$ cat config.mk
export PLATFORM = sky130hd
export DESIGN_NAME = object_pass_min_distance_detector
export DESIGN_NICKNAME = d
export VERILOG_FILES = /design/src/design/opmd_pkg.sv /design/src/design/object_pass_min_distance_detector.sv /design/src/design/opmd_ring.sv /design/src/design/opmd_arith.sv
export SDC_FILE = /design/constraint.sdc
export NUM_CORES = 1
export LEC_CHECK = 0
export BUFFER_PORTS_ARGS = -buffer_cell sky130_fd_sc_hd__buf_4
export CAP_MARGIN = 20
export CORE_MARGIN = 2
export CORE_UTILIZATION = 35
export CTS_CLUSTER_DIAMETER = 60
export DETAILED_ROUTE_END_ITERATION = 8
export SYNTH_ARGS = -nofsm -noshare
export SYNTH_HDL_FRONTEND = slang
export SYNTH_SLANG_ARGS = --single-unit
$ cat constraint.sdc
create_clock -name clk -period 3.8 [get_ports clk]
set_clock_uncertainty 0.1 [all_clocks]
set_input_delay 0.76 -clock clk [delete_from_list [all_inputs] [get_ports clk]]
set_output_delay 0.76 -clock clk [all_outputs]
set_load 0.03 [all_outputs]
$ cat src/design/opmd_pkg.sv
// opmd_pkg: shared types and constants for the object pass minimum-distance detector
// no dependencies; used by every module of the block
package opmd_pkg;

    // field widths
    localparam int DIST_W     = 12;
    localparam int SKIP_W     = 8;
    localparam int LOWEST_W   = 14;
    localparam int CFG_W      = 12;
    localparam int CFG_ADDR_W = 2;

    // default ring size
    localparam int RING_DEPTH_DEF = 8;

    // running minimum value while no object is tracked
    localparam logic [LOWEST_W-1:0] LOWEST_IDLE = 14'd9999;

    // register reset values
    localparam logic [DIST_W-1:0] DETECT_LIMIT_RST = 12'd800;
    localparam logic [SKIP_W-1:0] ENTRY_SKIP_RST   = 8'd3;
    localparam logic [SKIP_W-1:0] EXIT_SKIP_RST    = 8'd3;
    localparam logic [DIST_W-1:0] EXIT_MARGIN_RST  = 12'd10;

    // register indexes on the config port
    localparam logic [CFG_ADDR_W-1:0] REG_DETECT_LIMIT = 2'd0;
    localparam logic [CFG_ADDR_W-1:0] REG_ENTRY_SKIP   = 2'd1;
    localparam logic [CFG_ADDR_W-1:0] REG_EXIT_SKIP    = 2'd2;
    localparam logic [CFG_ADDR_W-1:0] REG_EXIT_MARGIN  = 2'd3;

    // operations of the shared add/subtract unit
    typedef enum logic [1:0] {
        OP_HOLD  = 2'd0,
        OP_CLEAR = 2'd1,
        OP_ACC   = 2'd2,
        OP_DIV   = 2'd3
    } arith_op_t;

    // control bundle from the sequencer to the arithmetic unit
    typedef struct packed {
        arith_op_t op;
    } arith_ctrl_t;

endpackage

$ cat src/design/object_pass_min_distance_detector.sv
// Object pass minimum-distance detector, top level: sequencer, tracking state,
// config registers and output register. Depends on opmd_pkg, opmd_ring, opmd_arith.
// An ordinary sample goes from S_IDLE through S_EVAL to S_OUT; a pass with a nonempty ring
// adds an S_SUM pass over the ring and 12+clog2(RING_DEPTH+1) S_DIV division steps.
// Samples are taken one at a time, only in S_IDLE; a held result in S_OUT stalls the next.
// Reset (rst_n low, asynchronous) loads register defaults and clears tracking.
module object_pass_min_distance_detector #(
    parameter int RING_DEPTH = opmd_pkg::RING_DEPTH_DEF
) (
    input  logic                              clk,
    input  logic                              rst_n,
    // configuration
    input  logic                              cfg_we,
    input  logic [opmd_pkg::CFG_ADDR_W-1:0]   cfg_addr,
    input  logic [opmd_pkg::CFG_W-1:0]        cfg_wdata,
    // sample input
    input  logic                              in_valid,
    output logic                              in_ready,
    input  logic [opmd_pkg::DIST_W-1:0]       distance,
    // result output
    output logic                              out_valid,
    input  logic                              out_ready,
    output logic                              passed,
    output logic [opmd_pkg::DIST_W-1:0]       mean_distance
);
    import opmd_pkg::*;

    localparam int IDX_W   = (RING_DEPTH > 1) ? $clog2(RING_DEPTH) : 1;
    localparam int FILL_W  = $clog2(RING_DEPTH + 1);
    localparam int SUM_W   = DIST_W + FILL_W;
    localparam int CNT_MAX = (SUM_W > RING_DEPTH) ? SUM_W : RING_DEPTH;
    localparam int CNT_W   = $clog2(CNT_MAX + 1);

    typedef enum logic [5:0] {
        S_IDLE = 6'b000001,
        S_EVAL = 6'b000010,
        S_SUM  = 6'b000100,
        S_DIV  = 6'b001000,
        S_OUT  = 6'b010000,
        S_SPARE = 6'b100000
    } state_t;

    state_t state_reg, state_next;

    // config registers
    logic [DIST_W-1:0] detect_limit_reg;
    logic [SKIP_W-1:0] entry_skip_reg;
    logic [SKIP_W-1:0] exit_skip_reg;
    logic [DIST_W-1:0] exit_margin_reg;

    // tracking state
    logic [SKIP_W-1:0]   entry_left_reg, entry_left_next;
    logic [SKIP_W-1:0]   exit_left_reg, exit_left_next;
    logic [LOWEST_W-1:0] lowest_reg, lowest_next;
    logic [IDX_W-1:0]    pos_reg, pos_next;
    logic [FILL_W-1:0]   fill_reg, fill_next;

    // per-item working registers
    logic [DIST_W-1:0] dist_reg, dist_next;
    logic [FILL_W-1:0] div_reg, div_next;
    logic [CNT_W-1:0]  cnt_reg, cnt_next;
    logic              rdv_reg, rdv_next;
    logic              pass_reg, pass_next;

    // output register
    logic              out_valid_reg, out_valid_next;
    logic              passed_reg, passed_next;
    logic [DIST_W-1:0] mean_reg, mean_next;

    // ring and arithmetic hookup
    logic              ring_we;
    logic [DIST_W-1:0] ring_rdata;
    arith_ctrl_t       actrl;
    logic [SUM_W-1:0]  quotient;

    // sample classification
    logic is_present, is_new_min, is_far;
    logic out_load;

    assign is_present = dist_reg < detect_limit_reg;
    assign is_new_min = (LOWEST_W'(dist_reg)) < lowest_reg;
    assign is_far     = (LOWEST_W+1)'(dist_reg) >
                        ((LOWEST_W+1)'(lowest_reg) + (LOWEST_W+1)'(exit_margin_reg));

    assign out_load = (state_reg == S_OUT) && (!out_valid_reg || out_ready);

    // config register writes
    always_ff @(posedge clk or negedge rst_n)
    begin
        if (!rst_n)
        begin
            detect_limit_reg <= DETECT_LIMIT_RST;
            entry_skip_reg   <= ENTRY_SKIP_RST;
            exit_skip_reg    <= EXIT_SKIP_RST;
            exit_margin_reg  <= EXIT_MARGIN_RST;
        end
        else if (cfg_we)
        begin
            unique case (cfg_addr)
                REG_DETECT_LIMIT: detect_limit_reg <= cfg_wdata[DIST_W-1:0];
                REG_ENTRY_SKIP:   entry_skip_reg   <= cfg_wdata[SKIP_W-1:0];
                REG_EXIT_SKIP:    exit_skip_reg    <= cfg_wdata[SKIP_W-1:0];
                REG_EXIT_MARGIN:  exit_margin_reg  <= cfg_wdata[DIST_W-1:0];
                default:          detect_limit_reg <= detect_limit_reg;
            endcase
        end
    end

    // sequencer and tracking update
    always_comb
    begin
        state_next      = state_reg;
        entry_left_next = entry_left_reg;
        exit_left_next  = exit_left_reg;
        lowest_next     = lowest_reg;
        pos_next        = pos_reg;
        fill_next       = fill_reg;
        dist_next       = dist_reg;
        div_next        = div_reg;
        cnt_next        = cnt_reg;
        rdv_next        = rdv_reg;
        pass_next       = pass_reg;
        ring_we         = 1'b0;
        actrl.op        = OP_HOLD;

        unique case (state_reg)
            S_IDLE:
            begin
                if (in_valid)
                begin
                    dist_next  = distance;
                    state_next = S_EVAL;
                end
            end
            S_EVAL:
            begin
                actrl.op   = OP_CLEAR;
                pass_next  = 1'b0;
                state_next = S_OUT;
                if (!is_present)
                begin
                    entry_left_next = entry_skip_reg;
                end
                else if (entry_left_reg != '0)
                begin
                    entry_left_next = entry_left_reg - 1'b1;
                end
                else if (is_new_min)
                begin
                    lowest_next    = LOWEST_W'(dist_reg);
                    ring_we        = 1'b1;
                    pos_next       = (pos_reg == IDX_W'(RING_DEPTH - 1)) ? '0
                                                                         : pos_reg + 1'b1;
                    if (fill_reg != FILL_W'(RING_DEPTH))
                    begin
                        fill_next = fill_reg + 1'b1;
                    end
                    exit_left_next = exit_skip_reg;
                end
                else if (is_far)
                begin
                    if (exit_left_reg != '0)
                    begin
                        exit_left_next = exit_left_reg - 1'b1;
                    end
                    else
                    begin
                        // object passed: snapshot fill as divisor, drop the track
                        pass_next       = 1'b1;
                        div_next        = fill_reg;
                        cnt_next        = '0;
                        rdv_next        = 1'b0;
                        entry_left_next = entry_skip_reg;
                        exit_left_next  = exit_skip_reg;
                        lowest_next     = LOWEST_IDLE;
                        pos_next        = '0;
                        fill_next       = '0;
                        if (fill_reg != '0)
                        begin
                            state_next = S_SUM;
                        end
                    end
                end
                else
                begin
                    exit_left_next = exit_skip_reg;
                end
            end
            S_SUM:
            begin
                // read address leads the accumulate through the registered ring read
                actrl.op = rdv_reg ? OP_ACC : OP_HOLD;
                if (cnt_reg < CNT_W'(div_reg))
                begin
                    cnt_next = cnt_reg + 1'b1;
                    rdv_next = 1'b1;
                end
                else
                begin
                    rdv_next = 1'b0;
                    cnt_next = '0;
                    state_next = S_DIV;
                end
            end
            S_DIV:
            begin
                actrl.op = OP_DIV;
                cnt_next = cnt_reg + 1'b1;
                if (cnt_reg == CNT_W'(SUM_W - 1))
                begin
                    state_next = S_OUT;
                end
            end
            S_OUT:
            begin
                if (out_load)
                begin
                    state_next = S_IDLE;
                end
            end
            default:
            begin
                state_next = S_IDLE;
            end
        endcase
    end

    // output register
    always_comb
    begin
        out_valid_next = out_valid_reg;
        passed_next    = passed_reg;
        mean_next      = mean_reg;
        if (out_load)
        begin
            out_valid_next = 1'b1;
            passed_next    = pass_reg;
            mean_next      = quotient[DIST_W-1:0];
        end
        else if (out_ready)
        begin
            out_valid_next = 1'b0;
        end
    end

    // control state
    always_ff @(posedge clk or negedge rst_n)
    begin
        if (!rst_n)
        begin
            state_reg      <= S_IDLE;
            entry_left_reg <= ENTRY_SKIP_RST;
            exit_left_reg  <= EXIT_SKIP_RST;
            lowest_reg     <= LOWEST_IDLE;
            pos_reg        <= '0;
            fill_reg       <= '0;
            cnt_reg        <= '0;
            rdv_reg        <= 1'b0;
            pass_reg       <= 1'b0;
            out_valid_reg  <= 1'b0;
        end
        else
        begin
            state_reg      <= state_next;
            entry_left_reg <= entry_left_next;
            exit_left_reg  <= exit_left_next;
            lowest_reg     <= lowest_next;
            pos_reg        <= pos_next;
            fill_reg       <= fill_next;
            cnt_reg        <= cnt_next;
            rdv_reg        <= rdv_next;
            pass_reg       <= pass_next;
            out_valid_reg  <= out_valid_next;
        end
    end

    // payload registers
    always_ff @(posedge clk)
    begin
        dist_reg   <= dist_next;
        div_reg    <= div_next;
        passed_reg <= passed_next;
        mean_reg   <= mean_next;
    end

    // ring of minima
    opmd_ring #(
        .DEPTH (RING_DEPTH),
        .IDX_W (IDX_W)
    ) u_ring (
        .clk     (clk),
        .wr_en   (ring_we),
        .wr_addr (pos_reg),
        .wr_data (dist_reg),
        .rd_addr (cnt_reg[IDX_W-1:0]),
        .rd_data (ring_rdata)
    );

    // shared accumulate / divide unit
    opmd_arith #(
        .SUM_W  (SUM_W),
        .FILL_W (FILL_W)
    ) u_arith (
        .clk      (clk),
        .ctrl     (actrl),
        .addend   (ring_rdata),
        .divisor  (div_reg),
        .quotient (quotient)
    );

    assign in_ready      = (state_reg == S_IDLE);
    assign out_valid     = out_valid_reg;
    assign passed        = passed_reg;
    assign mean_distance = mean_reg;

endmodule

$ cat src/design/opmd_ring.sv
// opmd_ring: ring of recent minima, one write and one registered read per cycle
// depends on opmd_pkg for the distance width
module opmd_ring #(
    parameter int DEPTH = opmd_pkg::RING_DEPTH_DEF,
    parameter int IDX_W = (DEPTH > 1) ? $clog2(DEPTH) : 1
) (
    input  logic                        clk,
    input  logic                        wr_en,
    input  logic [IDX_W-1:0]            wr_addr,
    input  logic [opmd_pkg::DIST_W-1:0] wr_data,
    input  logic [IDX_W-1:0]            rd_addr,
    output logic [opmd_pkg::DIST_W-1:0] rd_data
);
    import opmd_pkg::*;

    logic [DIST_W-1:0] mem [DEPTH];
    logic [DIST_W-1:0] rd_data_reg;

    // write port
    always_ff @(posedge clk)
    begin
        if (wr_en)
        begin
            mem[wr_addr] <= wr_data;
        end
    end

    // registered read port
    always_ff @(posedge clk)
    begin
        rd_data_reg <= mem[rd_addr];
    end

    assign rd_data = rd_data_reg;

endmodule

$ cat src/design/opmd_arith.sv
// opmd_arith: one shared adder/subtractor that accumulates the ring and then
// runs a restoring division one quotient bit per cycle; depends on opmd_pkg
module opmd_arith #(
    parameter int SUM_W  = 16,
    parameter int FILL_W = 4
) (
    input  logic                        clk,
    input  opmd_pkg::arith_ctrl_t       ctrl,
    input  logic [opmd_pkg::DIST_W-1:0] addend,
    input  logic [FILL_W-1:0]           divisor,
    output logic [SUM_W-1:0]            quotient
);
    import opmd_pkg::*;

    logic [SUM_W-1:0]  acc_reg, acc_next;
    logic [FILL_W-1:0] rem_reg, rem_next;

    logic [FILL_W:0]   trial;
    logic [SUM_W:0]    opa, opb;
    logic              cin;
    logic [SUM_W+1:0]  sum_w;
    logic              fits;

    // partial remainder with the next dividend bit shifted in
    assign trial = {rem_reg, acc_reg[SUM_W-1]};

    // operand selection for the shared adder
    always_comb
    begin
        opa = '0;
        opb = '0;
        cin = 1'b0;
        unique case (ctrl.op)
            OP_ACC:
            begin
                opa = {1'b0, acc_reg};
                opb = (SUM_W+1)'(addend);
            end
            OP_DIV:
            begin
                opa = (SUM_W+1)'(trial);
                opb = ~((SUM_W+1)'(divisor));
                cin = 1'b1;
            end
            OP_HOLD, OP_CLEAR:
            begin
                opa = '0;
                opb = '0;
            end
            default:
            begin
                opa = '0;
                opb = '0;
            end
        endcase
    end

    // the shared adder; carry out on subtract means trial >= divisor
    assign sum_w = {1'b0, opa} + {1'b0, opb} + (SUM_W+2)'(cin);
    assign fits  = sum_w[SUM_W+1];

    // next state of accumulator / quotient and remainder
    always_comb
    begin
        acc_next = acc_reg;
        rem_next = rem_reg;
        unique case (ctrl.op)
            OP_CLEAR:
            begin
                acc_next = '0;
                rem_next = '0;
            end
            OP_ACC:
            begin
                acc_next = sum_w[SUM_W-1:0];
            end
            OP_DIV:
            begin
                acc_next = {acc_reg[SUM_W-2:0], fits};
                rem_next = fits ? sum_w[FILL_W-1:0] : trial[FILL_W-1:0];
            end
            OP_HOLD:
            begin
                acc_next = acc_reg;
            end
            default:
            begin
                acc_next = acc_reg;
            end
        endcase
    end

    always_ff @(posedge clk)
    begin
        acc_reg <= acc_next;
        rem_reg <= rem_next;
    end

    assign quotient = acc_reg;

endmodule

==> qor.txt, run 1 <==
=================================================================================================
Final setup violation count                                                                     6
Number of distinct library cell variants in the gate-level netlist after synthesis             74
Sort of element at the end of the critical path                                         flip-flop
Die X                                                                                      188 µm
Total clock buffers created by CTS                                                             28
Failing checks                                                                       setup timing
Area of the core region                                                                 33400 µm²
Number of antenna violations at the first check in global routing                               0
Fmax achieved                                                                             260 MHz
Leading post-synthesis cells by instance count                                       edfxtp_1 (145), ha_1 (68), dfrtp_1 (67)
Max Slew Vio Count                                                                              0
Largest cells by area after synthesis                                                edfxtp_1 (37%), dfrtp_1 (14%), ha_1 (7.2%)
Effective utilization at floorplan                                                          35.4%
Startpoint of the worst register-to-register path                                    lowest_reg[0]
Count of nets after finishing                                                                1135
Syn-to-layout area delta                                                                    20.3%
Row count                                                                                      67
DR vias/cell                                                                                 5.03
Type of the tightest min-delay check                                                     in2async
First drt pass iteration count                                                                  7
Count of port buffers added during placement                                                   45
Status                                                                               finished with violations
Count of routing violations after the opening detailed-route iteration                        518
Setup repair after global routing missed its margin                                           yes
Total track usage                                                                           14.7%
Power per standard cell area                                                           595 nW/µm²
Final instance area                                                                     14300 µm²
Area fraction of the dominant cell type after synthesis                                     36.7%
Setup CP Type                                                                             reg2reg
Placed instance area                                                                    13100 µm²
Ys flop type                                                                             edfxtp_1
Reg2reg setup slack                                                                      -0.04 ns
Clock-pin transition on the worst setup and hold timing paths                             0.06 ns
Destination of the critical timing path                                                cnt_reg[3]
Share of synthesized area occupied by flip-flops and latches                                57.8%
Routed length per placed instance                                                         17.3 µm
CP Launch Type                                                                          flip-flop
Die footprint                                                                           35300 µm²
Critical-path maximum fanout                                                                    7
Post-synth ARST share                                                                       36.2%
Most area-hungry cell type in the Yosys netlist                                          edfxtp_1
Worst max-slew margin expressed relative to the limit                                       42.4%
Worst setup path startpoint                                                          lowest_reg[0]
Die span in y                                                                              188 µm
Number of cells on the worst reg-to-reg path                                                   18
Ordered cell list for the critical path                                              ha_4, inv_1, fa_2, nand2b_4, a21oi_4, buf_6, o22ai_1, xor2_1, ha_1, nand3_1, or4_1, nand4_1, a21oi_4, nand4_4, nor2_4, buf_6, o21a_1, a211oi_2
Via count                                                                                    7553
Longest Clk Path Bufs                                                                           3
Post-route fraction of the period consumed by the critical path                              101%
CP max stage delay                                                                        0.56 ns
Most instantiated library cell after synthesis                                           edfxtp_1
Number of storage elements in the synthesis netlist                                           246
Static power due to leakage                                                               5.62 nW
Final GP Congestion                                                                         0.786
EDFF count, synth                                                                             145
Ports placed on the boundary                                                                   46
Antenna-violating nets left                                                                     0
Number of global-route vias before repair                                                    7708
Total congestion overflow after global routing                                                  0
Data required time at the worst endpoint                                                  4.16 ns
Pin count of the biggest net entering global routing                                           61
Final worst setup slack                                                                -0.0444 ns
Count of inserted antenna diode cells                                                           0
Final critical path time including I/O delays and setup                                   3.84 ns
Peak supply drop                                                                         0.358 mV
First-pass GRT wire length                                                                41.7 mm
Cell area after synthesis                                                               11900 µm²
Clock tree from TritonCTS                                                                    done
Root buffer selected by CTS                                                             clkbuf_16
Worst-skew pair later-pin latency                                                         0.54 ns
Cell type of the slowest stage on the worst timing path                                   dfstp_2
Wire length after detailed routing                                                        26.0 mm
Htree depth                                                                                     1
Placed wire-length estimate after detailed placement                                      18.0 mm
Warnings from Yosys                                                                             0
Count of endpoints failing hold in the final timing report                                      0
Syn Nets                                                                                     1019
Worst reg2reg endpoint                                                                 cnt_reg[3]
Worst-case hold slack                                                                    0.204 ns
Max reg flops                                                                                  96
Number of clock sinks seen by CTS                                                             246
Transition time of the tightest slew-check pin                                           0.857 ns
Instance count of the mapped netlist                                                          917
Number of max-cap violations                                                                    0
Average cell area after synthesis                                                        12.9 µm²
Fraction of final layout cells with drive strength greater than 1                           27.7%
Setup WS pre-CTS                                                                        -0.267 ns
Arrival time at the worst endpoint                                                        4.20 ns
Remaining routing DRC violations                                                                0
=================================================================================================
## worst max-delay path: cells and delay by family (launching register included)
kind / cells / cell delay, ns
fa+ha+maj: 3 / 0.81
buf+inv: 3 / 0.31
flops: 1 / 0.56
compound gates: 5 / 0.65
xor+xnor: 1 / 0.16
simple gates: 6 / 1.17
## report_power, final
group / leakage [nW] / internal [mW] / switching [mW] / total (mW)
combinational: 2.68 / 1.03 / 1.28 / 2.31
clock: 0.429 / 1.52 / 1.05 / 2.57
sequential: 2.51 / 3.27 / 0.324 / 3.60
## kinds of logic (layout without fill, tap and decap cells)
kind of cell,count (synthesis),after routing,synth area share [%]
xor gates and xnor gates,22,22,1.63
adders and majority gates,71,71,7.69
and+or+nand+nor,211,211,9.44
AOI/OAI and AO/OA,207,209,11.2
muxes,73,73,9.13
DFF,246,246,57.8
buffers and inverters,87,223,3.09
## metal layers
layer	vias to the layer above	share of wire, %	track usage, %
li1	3680	-	-
met1	3732	47	20.1
met2	100	48	24.8
met3	41	2.3	1.82
met4	0	2.6	4.09
met5	-	0	0
## through the flow
step                      cells  total power [mW]  setup TNS [ns]  utilization (%)
after floorplan             917              5.05               0                -
after global placement     1443              5.75           -1.41             39.2
after detailed placement   1443              5.80           -5.00             39.2
after CTS                  1496              8.48               0             42.1
after global routing       1503              8.98           -4.60             42.6
final                      1503              8.48         -0.0934             42.6
## worst min-delay path by stage
stage	from	end	slack (ns)	cells past startpoint
2_1_floorplan	pass_reg	passed	0.33	0
3_3_place_gp	u_arith.quotient[6]	mean_distance[6]	0.37	0
3_5_place_dp	u_arith.quotient[6]	mean_distance[6]	0.37	0
4_1_cts	rst_n	state_reg[1]	0.21	1
5_1_grt	rst_n	entry_skip_reg[2]	0.27	1
6_report	rst_n	entry_skip_reg[2]	0.20	1
## cell usage in the layout, fill, tap and decap left out, types with 15 or more instances in the layout
cell type and n:
edfxtp_1 145, clkbuf_16 29, dfrtp_1 67, dfstp_2 22, a21oi_1 42, mux4_2 24
nor3_1 19, ha_1 66, nand2_1 54, mux2_2 41, inv_1 58, o21ai_0 59
nor2_1 36, buf_4 107, a21o_1 15
## layout make-up
cell class / count / area [µm²]
sequential: 246 / 6850
fill: 3040 / 19200
multi-input combinational: 586 / 4850
tap: 448 / 561
clock buffer: 42 / 795
inverter: 58 / 218
timing repair buffer: 113 / 880
clock inverter: 10 / 98.8
## what timing repair did
action	in CTS	in global routing
hold buffers	0	0
pin swaps	15	20
gates cloned	1	1
setup buffers	0	6
resized for setup	14	33
setup endpoints to repair	47	55
endpoints found under the hold margin	0	0
No activity file was read; power rests on OpenSTA's default activity.
==> inputs of run 2 (changes only) <==
- CTS_CLUSTER_DIAMETER: 60 -> 80
- SKIP_CTS_REPAIR_TIMING: default -> 1
- clock period: 3.8 -> 4.2 ns (I/O delays scaled with it)
==> run 2 against run 1 <==
Compared with the run above: the run now ends clean; sequential cell count is the same; count of clock-buffer cells in the layout fell by 8; clock power fell by 16%; register-to-register slack improved by 0.28 ns; worst setup slack improved by 0.28 ns; die area is the same; critical path type unchanged; critical endpoint is now exit_left_reg[5]; largest cell class unchanged.
==> qor.txt, run 2 (synthesized netlist as in run 1, its figures left out) <==
=====================================================================================
Busiest layer in global routing                                                  met2
Cell seen most often among critical-path stages                               o21ai_0
Worst max-slew margin expressed relative to the limit                           37.4%   -5.0 points
First-pass GRT wire length                                                    41.2 mm   -1.1%
CP Launch Type                                                              flip-flop
Fraction of final layout cells with drive strength greater than 1               23.5%   -4.2 points
Effective utilization at floorplan                                              35.4%   unchanged
Ports placed on the boundary                                                       46   unchanged
Count of nets after finishing                                                    1105   -2.6%
Syn-to-layout area delta                                                        16.9%
Met2 Usage GRT                                                                  25.0%   +0.20 points
Arrival time at the worst endpoint                                            4.27 ns   +0.07 ns
Die footprint                                                               35300 µm²   unchanged
Total clock buffers created by CTS                                                 27   -3.6%
Die span in y                                                                  188 µm   unchanged
Antenna-violating nets left                                                         0   unchanged
Commonest non-fill, non-tap cell in the layout                               edfxtp_1
Wire length after detailed routing                                            26.0 mm   about the same
Critical-path maximum fanout                                                        6   -1
Area of the core region                                                     33400 µm²   unchanged
Setup CP Type                                                                 reg2reg
Worst-skew pair later-pin latency                                             0.54 ns   about the same
Count of inserted antenna diode cells                                               0   unchanged
Met1 Track Usage GR                                                             19.5%   -0.53 points
Root buffer selected by CTS                                                 clkbuf_16
Ordered cell list for the critical path                                  ha_1, inv_1, fa_2, nand2b_4, a21oi_4, o221a_1, o21ai_0, nand2b_1, xnor2_1, ha_1, nand3_1, or4_1, nand4_1, a21oi_4, nand4b_1, buf_6, buf_12, nor2b_1, o21ai_0, o21ai_0
Transition time of the tightest slew-check pin                               0.935 ns   +0.0776 ns
Type of the tightest min-delay check                                         in2async
Cell type of the slowest stage on the worst timing path                       dfstp_2
Number of antenna violations at the first check in global routing                   0   unchanged
Routed length per placed instance                                             17.7 µm   +2.3%
Number of max-cap violations                                                        0   unchanged
Peak supply drop                                                             0.292 mV   -19%
Number of clock sinks seen by CTS                                                 246   unchanged
Max reg flops                                                                      96   unchanged
Count of routing violations after the opening detailed-route iteration            429   -17%
Count of endpoints failing hold in the final timing report                          0   unchanged
Final setup violation count                                                         0   -6
Commonest cells after routing, fill and taps aside                       edfxtp_1 (145), buf_4 (80), ha_1 (68)
Clock tree from TritonCTS                                                        done
Placed instance area                                                        12900 µm²   -1.7%
Count of port buffers added during placement                                       45   unchanged
Static power due to leakage                                                   5.42 nW   -3.6%
Final instance area                                                         13900 µm²   -2.8%
Global Route met3 Usage                                                         1.95%   +0.13 points
Via count                                                                        7495   -0.77%
Power per standard cell area                                               537 nW/µm²   -9.7%
Post-route fraction of the period consumed by the critical path                 94.5%   -6.7 points
Total congestion overflow after global routing                                      0   unchanged
Row count                                                                          67   unchanged
Placed wire-length estimate after detailed placement                          17.8 mm   -1.3%
CP max stage delay                                                            0.54 ns   -0.02 ns
Final critical path time including I/O delays and setup                       3.97 ns   +0.123 ns
Status                                                                   finished clean
Post-route total power                                                        7.44 mW   -12%
Remaining routing DRC violations                                                    0   unchanged
Number of global-route vias before repair                                        7622   -1.1%
DR vias/cell                                                                     5.10   +1.5%
Longest Clk Path Bufs                                                               3   unchanged
Accumulated negative setup slack                                                 0 ns   +0.0934 ns
First drt pass iteration count                                                      4   -3
Total track usage                                                               14.6%   -0.15 points
Final GP Congestion                                                             0.824   +4.8%
Data required time at the worst endpoint                                      4.51 ns   +0.35 ns
Clock-pin transition on the worst setup and hold timing paths                 0.06 ns   about the same
Sort of element at the end of the critical path                             flip-flop
Max Slew Vio Count                                                                  0   unchanged
Die X                                                                          188 µm   unchanged
Htree depth                                                                         1   unchanged
Pin count of the biggest net entering global routing                               40   -34%
Fmax achieved                                                                 252 MHz   -3.1%
=====================================================================================
==> run 2: changes by cell type in the layout (fill, tap and decap cells not counted), sizes merged <==
| cell | change |
|---|---|
| a21oi | -1 |
| clkbuf | -6 |
| buf | -30 |
| inv | -1 |
| clkinv | +5 |
==> run 2: area by class of cell <==
cell class                 instances  area, µm²
sequential                       246       6850
tap                              448        561
fill                            3128      19600
clock buffer                      34        702
timing repair buffer              85        693
clock inverter                    14       92.6
inverter                          58        218
multi-input combinational        585       4740
==> run 2: final timing paths <==
path,to,slack [ns],cells after the start,from
worst max register to register,exit_left_reg[5],0.23,20,lowest_reg[0]
worst max-delay path,exit_left_reg[5],0.23,20,lowest_reg[0]
max in group asynchronous,state_reg[0],3.01,2,rst_n
worst min register to register,mean_distance[7],0.38,0,u_arith.quotient[7]
min in group clk,dist_reg[5],0.38,1,distance[5]
worst min-delay path,entry_skip_reg[3],0.17,1,rst_n
==> run 2: metrics by stage <==
step	util, %	hold WS, ns	instances	setup slack (ns)
6_report	41.4	0.168	1470	0.233
3_3_place_gp	38.5	0.362	1414	0.234
5_1_grt	41.4	0.188	1470	-0.0303
2_1_floorplan	-	0.326	917	0.290
3_5_place_dp	38.5	0.366	1414	0.101
4_1_cts	40.9	0.169	1462	0.0950
==> run 2: critical path: cells and delay by family, from the launching register on <==
family / cells / cell delay [ns]
AOI/OAI and AO/OA: 6 / 0.83
xor gates and xnor gates: 1 / 0.06
adders and majority gates: 3 / 0.79
buffers and inverters: 3 / 0.31
DFF: 1 / 0.54
and+or+nand+nor: 7 / 1.19
==> run 2: power by group <==
part	leakage, nW	total [mW]	internal [mW]	switching (mW)
clock	0.386	2.17	1.24	0.934
sequential	2.51	3.26	2.96	0.298
combinational	2.52	2.01	0.911	1.10
==> run 2: layer usage <==
layer,share of wire (%),up-vias
li1,-,3600
met4,2.0,0
met5,0,-
met3,3.0,35
met2,48,109
met1,47,3751
==> inputs of run 3 (changes only) <==
- CORE_UTILIZATION: 35 -> 44
- PLACE_DENSITY: default -> 0.57
- clock period: 4.2 -> 4.3 ns (I/O delays scaled with it)
==> run 3 against run 2 <==
Compared with the run above: power rose by 0.58%; sequential share of layout area rose by 0.19 points; highest routed layer unchanged; fmax fell by 1.3%.
==> qor.txt, run 3 (synthesized netlist as in run 1, its figures left out) <==
=====================================================================================
Final standard cell count with taps included and fillers excluded                1364   -7.2%
Total track usage                                                               18.1%   +3.5 points
CP Launch Type                                                              flip-flop
Worst max-slew margin expressed relative to the limit                           36.2%   -1.2 points
Die footprint                                                               28300 µm²   -20%
Final worst setup slack                                                      0.281 ns   +0.0480 ns
Setup WS pre-CTS                                                             0.135 ns   +0.0341 ns
Via count                                                                        7420   -1.0%
Number of global-route vias before repair                                        7365   -3.4%
Static power due to leakage                                                   5.46 nW   +0.88%
First-pass GRT wire length                                                    40.2 mm   -2.4%
Htree depth                                                                         1   unchanged
Data required time at the worst endpoint                                      4.64 ns   +0.13 ns
Final setup violation count                                                         0   unchanged
Sort of element at the end of the critical path                             flip-flop
Clock-pin transition on the worst setup and hold timing paths                 0.06 ns   about the same
Row count                                                                          60   -10%
Number of antenna violations at the first check in global routing                   0   unchanged
Commonest cells after routing, fill and taps aside                       edfxtp_1 (145), buf_4 (81), ha_1 (68)
Count of routing violations after the opening detailed-route iteration            343   -20%
Final critical path time including I/O delays and setup                       4.02 ns   +0.0520 ns
Total clock buffers created by CTS                                                 28   +3.7%
Final GP Congestion                                                             0.857   +4.0%
Count of endpoints failing hold in the final timing report                          0   unchanged
Remaining routing DRC violations                                                    0   unchanged
Peak supply drop                                                             0.414 mV   +42%
Total congestion overflow after global routing                                      0   unchanged
Pin count of the biggest net entering global routing                               38   -5.0%
Post-route fraction of the period consumed by the critical path                 93.5%   -0.99 points
Area of the core region                                                     26700 µm²   -20%
Fmax achieved                                                                 249 MHz   -1.3%
Final instance area                                                         13800 µm²   -0.36%
Status                                                                   finished clean
Clock tree from TritonCTS                                                        done
Count of inserted antenna diode cells                                               0   unchanged
Type of the tightest min-delay check                                         in2async
Worst-case hold slack                                                        0.191 ns   +0.0228 ns
Number of max-cap violations                                                        0   unchanged
Longest Clk Path Bufs                                                               3   unchanged
Setup repair after global routing missed its margin                                no
Syn-to-layout area delta                                                        16.5%
Effective utilization at floorplan                                              44.3%   +8.9 points
Arrival time at the worst endpoint                                            4.36 ns   +0.09 ns
Die X                                                                          168 µm   -11%
DR vias/cell                                                                     5.44   +6.7%
Fraction of final layout cells with drive strength greater than 1               24.1%   +0.66 points
Critical-path maximum fanout                                                        6   unchanged
Die span in y                                                                  168 µm   -11%
Placed instance area                                                        12700 µm²   -1.2%
Power per standard cell area                                               542 nW/µm²   +0.95%
Root buffer selected by CTS                                                 clkbuf_16
Antenna-violating nets left                                                         0   unchanged
Count of nets after finishing                                                    1105   unchanged
Number of cells in the design after placement                                    1305   -7.7%
Number of cells on the worst reg-to-reg path                                       18   -10%
Max Slew Vio Count                                                                  0   unchanged
Routed length per placed instance                                             18.6 µm   +5.5%
Count of port buffers added during placement                                       45   unchanged
Transition time of the tightest slew-check pin                               0.957 ns   +0.0219 ns
Max reg flops                                                                      96   unchanged
Setup CP Type                                                                 reg2reg
Commonest non-fill, non-tap cell in the layout                               edfxtp_1
Number of clock sinks seen by CTS                                                 246   unchanged
First drt pass iteration count                                                      5   +1
Worst-skew pair later-pin latency                                             0.54 ns   about the same
Post-route total power                                                        7.48 mW   +0.58%
Ports placed on the boundary                                                       46   unchanged
Wire length after detailed routing                                            25.4 mm   -2.1%
Utilization after layout                                                        51.7%   +10 points
Accumulated negative setup slack                                                 0 ns   unchanged
Placed wire-length estimate after detailed placement                          17.6 mm   -1.0%
=====================================================================================
-- run 3: layout make-up --
cell class | instances | area (µm²)
flip-flops and latches | 246 | 6850
multi-input cells | 585 | 4730
clock buffers | 37 | 787
fillers | 2306 | 12900
inverters | 58 | 218
clock inverters | 13 | 164
well taps | 341 | 427
repair buffers | 84 | 632
-- run 3: final timing paths --
path	startpoint	end	slack, ns
max reg2reg	exit_margin_reg[1]	cnt_reg[3]	0.28
min in group clk	pass_reg	passed	0.38
min	rst_n	entry_skip_reg[5]	0.19
min reg2reg	pass_reg	passed	0.38
max in group asynchronous	rst_n	lowest_reg[10]	3.05
max	exit_margin_reg[1]	cnt_reg[3]	0.28
-- run 3: power by group --
group | total (mW) | switching (mW) | internal (mW)
clock | 2.44 | 0.929 | 1.52
combinational | 1.86 | 1.05 | 0.804
sequential | 3.18 | 0.292 | 2.89
-- run 3: routing by layer --
layer	routed length [µm]	share of wire [%]	track usage [%]
met1	11700	46	24.6
met2	12500	49	31.6
met3	942	3.7	2.30
met5	0	0	0
met4	327	1.3	3.56
-- run 3: critical path: stages (launching register included) --
cell	delay, ns
dfstp_2	0.54
ha_1	0.22
a21o_1	0.18
a21oi_1	0.19
o21ai_0	0.11
a31oi_1	0.24
nor2b_1	0.08
o21ai_1	0.18
nor2b_2	0.18
xor2_1	0.16
ha_1	0.24
nand3_1	0.09
or4_1	0.12
nand4_1	0.12
a21oi_4	0.22
nand4_4	0.22
o211ai_4	0.33
a41oi_2	0.15
a211oi_2	0.24
